## config.mk

```make
export PLATFORM = sky130hd
export DESIGN_NAME = ffpa_useq
export DESIGN_NICKNAME = d
export VERILOG_FILES = /design/src/ffpa_pkg.sv /design/src/ffpa_useq.sv
export SDC_FILE = /design/constraint.sdc
export NUM_CORES = 1
export LEC_CHECK = 0
export BUFFER_PORTS_ARGS = -buffer_cell sky130_fd_sc_hd__buf_2
export CAP_MARGIN = 40
export CORE_UTILIZATION = 45
export CTS_CLUSTER_SIZE = 24
export DETAILED_ROUTE_END_ITERATION = 8
export PLACE_DENSITY_LB_ADDON = 0.1
export SKIP_LAST_GASP = 1
export SLEW_MARGIN = 20
export SYNTH_ARGS = -nofsm -noshare
export SYNTH_HDL_FRONTEND = slang
export SYNTH_SLANG_ARGS = --single-unit
```

## constraint.sdc

```tcl
create_clock -name i_clk -period 2.6 [get_ports i_clk]
set_input_delay 0.26 -clock i_clk [delete_from_list [all_inputs] [get_ports i_clk]]
set_output_delay 0.26 -clock i_clk [all_outputs]
set_load 0.005 [all_outputs]
```

## src/ffpa_pkg.sv

```systemverilog
// ----------------------------------------------------------------------------
// ffpa_pkg: shared definitions of the first-fit pool allocator
// Pool geometry, header layout, transaction codes and the microcode ROM.
// ----------------------------------------------------------------------------
package ffpa_pkg;

    // Pool geometry
    localparam int POOL_BYTES = 4096;
    localparam int HDR_BYTES  = 4;
    localparam int HDR_WORDS  = POOL_BYTES / HDR_BYTES;
    localparam int WIDX_W     = $clog2(HDR_WORDS);
    localparam int POS_W      = $clog2(POOL_BYTES) + 1;
    localparam int SZ_W       = POS_W;

    // Transaction fields
    localparam int CMD_W    = 1;
    localparam int SIZE_W   = 13;
    localparam int ADDR_W   = 12;
    localparam int STATUS_W = 2;
    localparam int NEED_W   = SIZE_W + 1;
    localparam int SUM_W    = ((POS_W > NEED_W) ? POS_W : NEED_W) + 1;

    typedef enum logic [CMD_W-1:0] {
        CMD_ALLOC = 1'b0,
        CMD_FREE  = 1'b1
    } t_cmd;

    typedef enum logic [STATUS_W-1:0] {
        ST_OK        = 2'd0,
        ST_NO_FIT    = 2'd1,
        ST_NOT_FOUND = 2'd2
    } t_status;

    typedef struct packed {
        logic            free;
        logic [SZ_W-1:0] size;
    } t_hdr;

    localparam t_hdr HDR_RESET = '{free: 1'b1, size: SZ_W'(POOL_BYTES - HDR_BYTES)};

    // Microcode fields
    typedef enum logic [1:0] {
        RD_NONE,
        RD_POS,
        RD_NEXT
    } t_rd_sel;

    typedef enum logic [2:0] {
        WR_NONE,
        WR_SPLIT,
        WR_TAKE_SPLIT,
        WR_TAKE_WHOLE,
        WR_FREE
    } t_wr_sel;

    typedef enum logic [2:0] {
        OP_NOP,
        OP_LD_CUR,
        OP_ADV,
        OP_MERGE,
        OP_ADD_NEXT
    } t_op;

    typedef enum logic [3:0] {
        C_NEVER,
        C_ALWAYS,
        C_POS_END,
        C_ADDR_HIT,
        C_FIT,
        C_SPLIT_OK,
        C_PREV_FREE,
        C_NEXT_END,
        C_NOT_FREE
    } t_cond;

    typedef enum logic [2:0] {
        RES_NONE,
        RES_OK_ADDR,
        RES_OK,
        RES_NO_FIT,
        RES_NOT_FOUND
    } t_res;

    typedef enum logic [4:0] {
        U_IDLE,
        U_A_RD,
        U_A_EV,
        U_A_ADV,
        U_A_TAKE,
        U_A_WHL,
        U_A_SPL,
        U_A_SP2,
        U_A_OK,
        U_A_FAIL,
        U_F_RD,
        U_F_EV,
        U_F_ADV,
        U_F_FND,
        U_F_NXT,
        U_F_NXL,
        U_F_ADN,
        U_F_WRC,
        U_F_OK,
        U_F_NF,
        U_F_MRG
    } t_upc;

    typedef struct packed {
        t_rd_sel rd;
        t_wr_sel wr;
        t_op     op;
        t_cond   cond;
        t_upc    target;
        t_res    res;
    } t_uword;

    // Datapath control from the sequencer
    typedef struct packed {
        logic    start;
        t_rd_sel rd;
        t_wr_sel wr;
        t_op     op;
    } t_dp_ctrl;

    // Datapath flags back to the sequencer
    typedef struct packed {
        logic pos_end;
        logic addr_hit;
        logic fit;
        logic split_ok;
        logic prev_free;
        logic next_end;
        logic not_free;
    } t_flags;

    function automatic t_uword uw(t_rd_sel rd, t_wr_sel wr, t_op op, t_cond cond,
                                  t_upc target, t_res res);
        t_uword w;
        w.rd     = rd;
        w.wr     = wr;
        w.op     = op;
        w.cond   = cond;
        w.target = target;
        w.res    = res;
        return w;
    endfunction

    // Microcode ROM: a false condition falls through to the next step
    function automatic t_uword ffpa_ucode(t_upc pc);
        t_uword w;
        case (pc)
            // allocate: walk, evaluate, advance, then take the whole block or split it
            U_A_RD:   w = uw(RD_POS,  WR_NONE,       OP_NOP,      C_POS_END,   U_A_FAIL, RES_NONE);
            U_A_EV:   w = uw(RD_NONE, WR_NONE,       OP_LD_CUR,   C_FIT,       U_A_TAKE, RES_NONE);
            U_A_ADV:  w = uw(RD_NONE, WR_NONE,       OP_ADV,      C_ALWAYS,    U_A_RD,   RES_NONE);
            U_A_TAKE: w = uw(RD_NONE, WR_NONE,       OP_NOP,      C_SPLIT_OK,  U_A_SPL,  RES_NONE);
            U_A_WHL:  w = uw(RD_NONE, WR_TAKE_WHOLE, OP_NOP,      C_ALWAYS,    U_A_OK,   RES_NONE);
            U_A_SPL:  w = uw(RD_NONE, WR_SPLIT,      OP_NOP,      C_NEVER,     U_IDLE,   RES_NONE);
            U_A_SP2:  w = uw(RD_NONE, WR_TAKE_SPLIT, OP_NOP,      C_NEVER,     U_IDLE,   RES_NONE);
            U_A_OK:   w = uw(RD_NONE, WR_NONE,       OP_NOP,      C_NEVER,     U_IDLE,   RES_OK_ADDR);
            U_A_FAIL: w = uw(RD_NONE, WR_NONE,       OP_NOP,      C_NEVER,     U_IDLE,   RES_NO_FIT);
            // free: walk, then coalesce
            U_F_RD:   w = uw(RD_POS,  WR_NONE,       OP_NOP,      C_POS_END,   U_F_NF,   RES_NONE);
            U_F_EV:   w = uw(RD_NONE, WR_NONE,       OP_LD_CUR,   C_ADDR_HIT,  U_F_FND,  RES_NONE);
            U_F_ADV:  w = uw(RD_NONE, WR_NONE,       OP_ADV,      C_ALWAYS,    U_F_RD,   RES_NONE);
            U_F_FND:  w = uw(RD_NONE, WR_NONE,       OP_NOP,      C_PREV_FREE, U_F_MRG,  RES_NONE);
            U_F_NXT:  w = uw(RD_NEXT, WR_NONE,       OP_NOP,      C_NEXT_END,  U_F_WRC,  RES_NONE);
            U_F_NXL:  w = uw(RD_NONE, WR_NONE,       OP_NOP,      C_NOT_FREE,  U_F_WRC,  RES_NONE);
            U_F_ADN:  w = uw(RD_NONE, WR_NONE,       OP_ADD_NEXT, C_NEVER,     U_IDLE,   RES_NONE);
            U_F_WRC:  w = uw(RD_NONE, WR_FREE,       OP_NOP,      C_ALWAYS,    U_F_OK,   RES_NONE);
            U_F_OK:   w = uw(RD_NONE, WR_NONE,       OP_NOP,      C_NEVER,     U_IDLE,   RES_OK);
            U_F_NF:   w = uw(RD_NONE, WR_NONE,       OP_NOP,      C_NEVER,     U_IDLE,   RES_NOT_FOUND);
            U_F_MRG:  w = uw(RD_NONE, WR_NONE,       OP_MERGE,    C_ALWAYS,    U_F_NXT,  RES_NONE);
            default:  w = uw(RD_NONE, WR_NONE,       OP_NOP,      C_NEVER,     U_IDLE,   RES_NONE);
        endcase
        return w;
    endfunction

endpackage

```

## src/ffpa_useq.sv

```systemverilog
// ----------------------------------------------------------------------------
// ffpa_useq: microcode sequencer and response register
// Step counter over the microcode ROM, jump logic and the output stage.
// ----------------------------------------------------------------------------
module ffpa_useq import ffpa_pkg::*; (
    input  logic                i_clk,
    input  logic                i_rst_n,
    input  logic                i_req_valid,
    input  logic [CMD_W-1:0]    i_req_cmd,
    output logic                o_req_ready,
    input  t_flags              i_flags,
    input  logic [ADDR_W-1:0]   i_res_addr,
    output t_dp_ctrl            o_ctrl,
    output logic                o_rsp_valid,
    input  logic                i_rsp_ready,
    output logic [STATUS_W-1:0] o_rsp_status,
    output logic [ADDR_W-1:0]   o_rsp_address_out
);

    t_upc              r_upc;
    t_upc              n_upc;
    logic              r_ovalid;
    t_status           r_status;
    logic [ADDR_W-1:0] r_oaddr;

    t_uword            cw;
    logic              cond_true;
    logic              accept;
    logic              is_final;
    logic              out_free;
    logic              load_res;

    assign cw       = ffpa_ucode(r_upc);
    assign accept   = (r_upc == U_IDLE) && i_req_valid;
    assign is_final = cw.res != RES_NONE;
    assign out_free = !r_ovalid || i_rsp_ready;
    assign load_res = is_final && out_free;

    always_comb begin
        case (cw.cond)
            C_ALWAYS:    cond_true = 1'b1;
            C_POS_END:   cond_true = i_flags.pos_end;
            C_ADDR_HIT:  cond_true = i_flags.addr_hit;
            C_FIT:       cond_true = i_flags.fit;
            C_SPLIT_OK:  cond_true = i_flags.split_ok;
            C_PREV_FREE: cond_true = i_flags.prev_free;
            C_NEXT_END:  cond_true = i_flags.next_end;
            C_NOT_FREE:  cond_true = i_flags.not_free;
            default:     cond_true = 1'b0;
        endcase
    end

    always_comb begin
        n_upc = r_upc;
        if (r_upc == U_IDLE) begin
            if (i_req_valid) begin
                n_upc = (t_cmd'(i_req_cmd) == CMD_FREE) ? U_F_RD : U_A_RD;
            end
        end else if (is_final) begin
            if (out_free) begin
                n_upc = U_IDLE;
            end
        end else if (cond_true) begin
            n_upc = cw.target;
        end else begin
            n_upc = t_upc'(r_upc + 5'd1);
        end
    end

    always_ff @(posedge i_clk) begin
        if (!i_rst_n) begin
            r_upc    <= U_IDLE;
            r_ovalid <= 1'b0;
        end else begin
            r_upc <= n_upc;
            if (load_res) begin
                r_ovalid <= 1'b1;
            end else if (i_rsp_ready) begin
                r_ovalid <= 1'b0;
            end
        end
    end

    always_ff @(posedge i_clk) begin
        if (load_res) begin
            case (cw.res)
                RES_NO_FIT: begin
                    r_status <= ST_NO_FIT;
                    r_oaddr  <= '0;
                end
                RES_NOT_FOUND: begin
                    r_status <= ST_NOT_FOUND;
                    r_oaddr  <= '0;
                end
                RES_OK_ADDR: begin
                    r_status <= ST_OK;
                    r_oaddr  <= i_res_addr;
                end
                default: begin
                    r_status <= ST_OK;
                    r_oaddr  <= '0;
                end
            endcase
        end
    end

    always_comb begin
        o_ctrl.start = accept;
        o_ctrl.rd    = cw.rd;
        o_ctrl.wr    = cw.wr;
        o_ctrl.op    = cw.op;
    end

    assign o_req_ready       = r_upc == U_IDLE;
    assign o_rsp_valid       = r_ovalid;
    assign o_rsp_status      = r_status;
    assign o_rsp_address_out = r_oaddr;

endmodule

```

==> flow_summary.ini, run 1 <==
[outcome]
outcome = finished with violations
failed_checks = DRC, setup timing

[route]
drt-total-wl_um = 5540
first_pass_iters = 7
vias_per_cell = 5.49
dr.first_iter.drc_count = 130
ant_nets = 0
num_vias = 1944
remaining_drc_errors = 8
avgRoutedWirePerCell_um = 15.7

[setup_path]
required_ns = 2.81
rr_endpoint = cw[5]$_DFF_P_
max_stage_delay_ns = 0.60
reg2reg_depth = 11
ff2ff_setup_slack_ns = -0.02
crit_path_start_kind = register
arrival_ns = 2.83
timing.rr.start = r_upc[0]$_SDFFE_PN0N_
end_kind = register
cp_slowest_cell = or4_4
cp_max_fo = 7
path_cells = inv_2 > ha_1 > or4b_4 > buf_6 > clkinv_8 > a21oi_4 > and4_4 > or4_4 > nor3_4 > nand4_4 > o221ai_1
path_class = register to register

[power_and_ir_drop]
p_per_area_nw_per_um2 = 1110
p_total_mw = 3.31
ir_drop_uv = 688
leakagePower_nw = 1.33

[die]
die-area_um2 = 5020
fp-row-count = 24
core_area_um2 = 4440
die_h_um = 70.9
ios = 49
die_x_um = 70.9
start_util_pct = 48.0

[global_route]
grt_pass1_vias = 1866
grt_max_degree = 15
antenna_found_initial = 0
grt_pass1_wl_um = 8890
grt_overflow = 0
track_usage_pct = 23.4

[clock_tree]
cts-buffers-inserted = 5
cts_tree = yes
hold_buffers = 0
clk_latency_ns = 0.30
root_buffer = clkbuf_8
max-clock-path-buffers = 2
cts_max_level = 2
cts.sinks = 40
clkSlewWorstSetupHoldPaths_ns = 0.08

[sta]
skew_ns = 0.00719
worst_slew_pin_slew_ns = 0.480
min_period_over_period_pct = 101
drv_slew = 0
setup_ws_ns = -0.0219
rsz0062_at_grt = yes
fin_crit_ns = 2.62
whs_ns = 0.234
relSlewSlack_pct = 67.7
timing.fmax_mhz = 381
setup_viol = 5
hold_viol = 0

[worst_hold_path]
hp-start = i_res_addr[1]
hold_path_end = o_rsp_address_out[1]$_SDFFCE_PP0P_
min_path_type = input pin to register
min_path_cells = 2

[job]
drv_cap = 0

[synthesis]
netlist_instances = 206
synth_edf_count = 14
synth-seq-cells = 40
ys_seq_area_share_pct = 44.1
synthDistinctLibCells = 67
yosysWarningCount = 0
synth_top_area_share_pct = 24.4
synth_area_um2 = 2130
synthTopCellsByArea = dfxtp_1, edfxtp_1, and2_1, buf_4, ha_1
syn_avg_cell_area_um2 = 10.4
ys_async_sr_fraction_pct = 0
synth_nets = 234
synth_top_cell_by_area = dfxtp_1
yosys_most_used_dff = dfxtp_1

[final_layout]
nets = 329
syn2layout_area_growth_pct = 39.4
fillers = 354
layout_common_cells = buf_4, buf_2, dfxtp_1
drive_above_1_share_pct = 53.6
utilization_pct = 67.0
diodes = 0
final_area_um2 = 2980
layout_commonest_cell = buf_4

[placement]
pre_cts_slack_ns = -0.135
dp_hpwl_um = 4280
place.gp.congestion = 0.895
placed_cell_area_um2 = 2740
portBuffers = 48
## synthesized netlist by cell type, types with 4 or more instances
cell type  instances
a21oi_1            6
a32oi_1            4
and2_1            14
and3_1             4
buf_4              9
dfxtp_1           26
edfxtp_1          14
ha_1               4
inv_1              9
mux2i_1            4
nand2_1           13
nand3_1            6
nand4_1            7
nor2_1            10
nor3_1             7
## critical path, delay by kind of cell, from the launching register on
kind	cells	cell delay, ns
compound gates	2	0.19
fa+ha+maj	1	0.12
flops	1	0.33
simple gates	5	1.64
buf+inv	3	0.26
## flip-flops by register name, summed over array words and instances (netlist names)
signal,flops
o_rsp_status,2
cw,20
o_rsp_address_out,12
r_upc,5
o_rsp_valid,1
## routing by layer
metal	part of all wire, %	vias to the layer above	GRT usage, %
met5	0	-	0
met4	2.3	0	9.11
met3	5.1	14	4.27
met2	47	66	38.5
met1	45	907	30.6
li1	-	957	-
## per-stage QoR
step                instances  TNS (ns)
floorplan                 206         0
global placement          341     -1.16
detailed placement        341    -0.845
CTS                       352   -0.0150
global route              354     -1.49
finish                    354   -0.0873
## worst max-delay path by stage
stage,start,end,slack (ns),cells past startpoint
after floorplan,r_upc[0]$_SDFFE_PN0N_,cw[9]$_SDFF_PP0_,0.01,10
after global placement,r_upc[0]$_SDFFE_PN0N_,cw[6]$_DFF_P_,-0.16,12
after detailed placement,r_upc[0]$_SDFFE_PN0N_,cw[5]$_DFF_P_,-0.13,11
after CTS,r_upc[0]$_SDFFE_PN0N_,cw[8]$_DFF_P_,-0.008,11
after global routing,r_upc[1]$_SDFFE_PN0N_,cw[4]$_DFF_P_,-0.16,11
final,r_upc[0]$_SDFFE_PN0N_,cw[5]$_DFF_P_,-0.02,11
## cell type report
class                      instances  area [um2]  share of cell area, %
tap                               52        65.1                   2.19
timing repair buffer             102         649                   21.8
sequential                        40         946                   31.8
clock buffer                       5        68.8                   2.31
multi-input combinational        139        1140                   38.2
inverter                          13        63.8                   2.14
clock inverter                     3        46.3                   1.56
## timing repair
action / CTS / global route
resized for setup: 12 / 11
setup endpoints to repair: 15 / 19
setup buffers: 3 / 2
pin swaps: 7 / 5
## report_power, final
group | internal [mW] | switching, mW
logic | 0.887 | 0.996
registers | 0.830 | 0.0741
clock network | 0.289 | 0.230
## cell families (layout without fill, tap and decap cells)
kind of cell               after synthesis  in the layout  synth area share, %
and+or+nand+nor                         86             86                 24.2
AOI/OAI and AO/OA                       42             42                 17.9
DFF                                     40             40                 44.1
buffers and inverters                   27            123                 8.26
muxes                                    5              5                 2.40
adders and majority gates                4              4                 2.34
xor gates and xnor gates                 2              2                0.821
Note: power is estimated with default switching activity, not from simulation.
==> run 2, diff against run 1 <==
--- a/config.mk
+++ b/config.mk
@@ -5,12 +5,14 @@
 export SDC_FILE = /design/constraint.sdc
 export NUM_CORES = 1
 export LEC_CHECK = 0
+export ABC_AREA = 1
 export BUFFER_PORTS_ARGS = -buffer_cell sky130_fd_sc_hd__buf_2
 export CAP_MARGIN = 40
 export CORE_UTILIZATION = 45
 export CTS_CLUSTER_SIZE = 24
 export DETAILED_ROUTE_END_ITERATION = 8
 export PLACE_DENSITY_LB_ADDON = 0.1
+export SKIP_CTS_REPAIR_TIMING = 1
 export SKIP_LAST_GASP = 1
 export SLEW_MARGIN = 20
 export SYNTH_ARGS = -nofsm -noshare
==> run 2 against run 1 <==
Die area is 0.28% lower. Global-route usage down 5.7 points. Largest cell class is now flip-flops and latches. The run ends with DRC left. Setup slack improved by 0.35 ns.
==> flow_summary.ini, run 2 <==
[sta]
fin_setup_tns_ns = 0
min_period_over_period_pct = 87.5
drv_slew = 0
fin_crit_ns = 2.27
setup_ws_ns = 0.326
hold_viol = 0
worst_slew_pin_slew_ns = 0.468
setup_viol = 0
relSlewSlack_pct = 68.7
rsz0062_at_grt = no
timing.fmax_mhz = 440
skew_ns = 0.00450

[setup_path]
critical_path.endpoint = cw[8]$_DFF_P_
crit_path_start_kind = register
path_class = register to register
end_kind = register
rr_endpoint = cw[8]$_DFF_P_
timing.rr.start = r_upc[0]$_SDFFE_PN0N_
arrival_ns = 2.46
cp_max_fo = 12
required_ns = 2.78
reg2reg_depth = 14
ff2ff_setup_slack_ns = 0.33
startpoint = r_upc[0]$_SDFFE_PN0N_

[route]
drt-total-wl_um = 4240
remaining_drc_errors = 16
num_vias = 1687
avgRoutedWirePerCell_um = 12.0
ant_nets = 0
dr.first_iter.drc_count = 79
first_pass_iters = 6
vias_per_cell = 4.78

[final_layout]
largest_reg_flops = 20
layout_common_cells = buf_2, inv_1, nand2_1
syn2layout_area_growth_pct = 16.2
instances_no_fill = 353
nets = 328
drive_above_1_share_pct = 33.6
layout_commonest_cell = buf_2
diodes = 0

[die]
fp-row-count = 24
die_x_um = 70.8
core_area_um2 = 4440
die-area_um2 = 5010
die_h_um = 70.8
ios = 49
start_util_pct = 47.9

[global_route]
grt_max_degree = 15
grt_pass1_vias = 1452
grt_overflow = 0
antenna_found_initial = 0
grt_pass1_wl_um = 6730
track_usage_pct = 17.7

[synthesis]
ys_async_sr_fraction_pct = 0
synth_top_area_share_pct = 24.5
synth_edf_count = 14
synth-seq-cells = 40
netlist_instances = 255
synth_top_cell_by_area = dfxtp_1
yosys_most_used_dff = dfxtp_1
synthTopCellsByArea = dfxtp_1, edfxtp_1, inv_1, nand2_1, nand3_1
ys_seq_area_share_pct = 44.2
syn_avg_cell_area_um2 = 8.35
synth_area_um2 = 2130
synthTopCellsByCount = inv_1, nand2_1, nor2_1
synth_nets = 283
yosysWarningCount = 0
synthDistinctLibCells = 31

[job]
drv_cap = 0

[placement]
post-place-cells = 345
dp_hpwl_um = 3310
place.gp.congestion = 0.917
pre_cts_slack_ns = 0.347
portBuffers = 48

[clock_tree]
root_buffer = clkbuf_8
cts_max_level = 2
clkSlewWorstSetupHoldPaths_ns = 0.08
clk_latency_ns = 0.29
max-clock-path-buffers = 2
cts.sinks = 40
cts_tree = yes
cts-buffers-inserted = 5

[power_and_ir_drop]
ir_drop_uv = 632
leakagePower_nw = 1.23
p_per_area_nw_per_um2 = 1100

[outcome]
outcome = finished with violations
failed_checks = DRC

[worst_hold_path]
min_path_type = input pin to register
==> run 2: logic make-up after synthesis <==
family,after synthesis,share of synthesized area [%]
compound gates,14,4.06
xor+xnor,3,1.23
fa+ha+maj,4,2.35
buf+inv,58,12.3
flops,40,44.2
simple gates,136,35.8
==> run 2: area by class of cell <==
class | count | area (um2)
Fill cell | 410 | 1970
Sequential cell | 40 | 941
Multi-Input combinational cell | 157 | 925
Timing Repair Buffer | 49 | 248
Inverter | 47 | 184
Clock buffer | 5 | 68.8
Tap cell | 52 | 65.1
Clock inverter | 3 | 42.5
==> run 2: per-stage QoR <==
step	cell area [um2]	power (mW)	hold slack, ns	util [%]
2_1_floorplan	2130	1.92	0.387	-
3_3_place_gp	2360	2.22	0.532	53.2
3_5_place_dp	2360	2.22	0.545	53.2
4_1_cts	2470	2.73	0.259	55.7
5_1_grt	2470	2.91	0.265	55.7
6_report	2470	2.72	0.263	55.7
==> run 2: power breakdown <==
group	total, mW	internal, mW	switching, mW
sequential	0.904	0.834	0.0701
clock	0.504	0.284	0.220
combinational	1.31	0.439	0.869
==> run 2: per-layer routing <==
metal | vias to the layer above | global-route usage, % | wire (um)
met3 | 2 | 4.84 | 278
li1 | 886 | - | -
met4 | 0 | 6.00 | 29
met5 | - | 0 | 0
met1 | 741 | 22.8 | 1980
met2 | 58 | 28.7 | 1950
==> run 2: how the worst min path moves through the flow <==
stage / start / to / depth (start not counted)
2_1_floorplan: i_rst_n / o_rsp_valid$_SDFFE_PN0P_ / 2
3_3_place_gp: cw[1]$_DFF_P_ / o_rsp_status[1]$_DFFE_PP_ / 1
3_5_place_dp: cw[1]$_DFF_P_ / o_rsp_status[1]$_DFFE_PP_ / 1
4_1_cts: i_res_addr[10] / o_rsp_address_out[10]$_SDFFCE_PP0P_ / 3
5_1_grt: i_res_addr[8] / o_rsp_address_out[8]$_SDFFCE_PP0P_ / 3
6_report: i_res_addr[8] / o_rsp_address_out[8]$_SDFFCE_PP0P_ / 3
==> run 2: worst max-delay path: stages (launching register included) <==
cell	delay, ns
dfxtp_1	0.34
inv_1	0.08
ha_1	0.19
nand4_4	0.15
nand3_1	0.12
o21ai_2	0.12
nor2_4	0.16
nand2_1	0.08
nand2_2	0.25
inv_2	0.07
ha_1	0.26
nand2_2	0.13
nor2_4	0.04
nor2_2	0.11
nand2_1	0.06
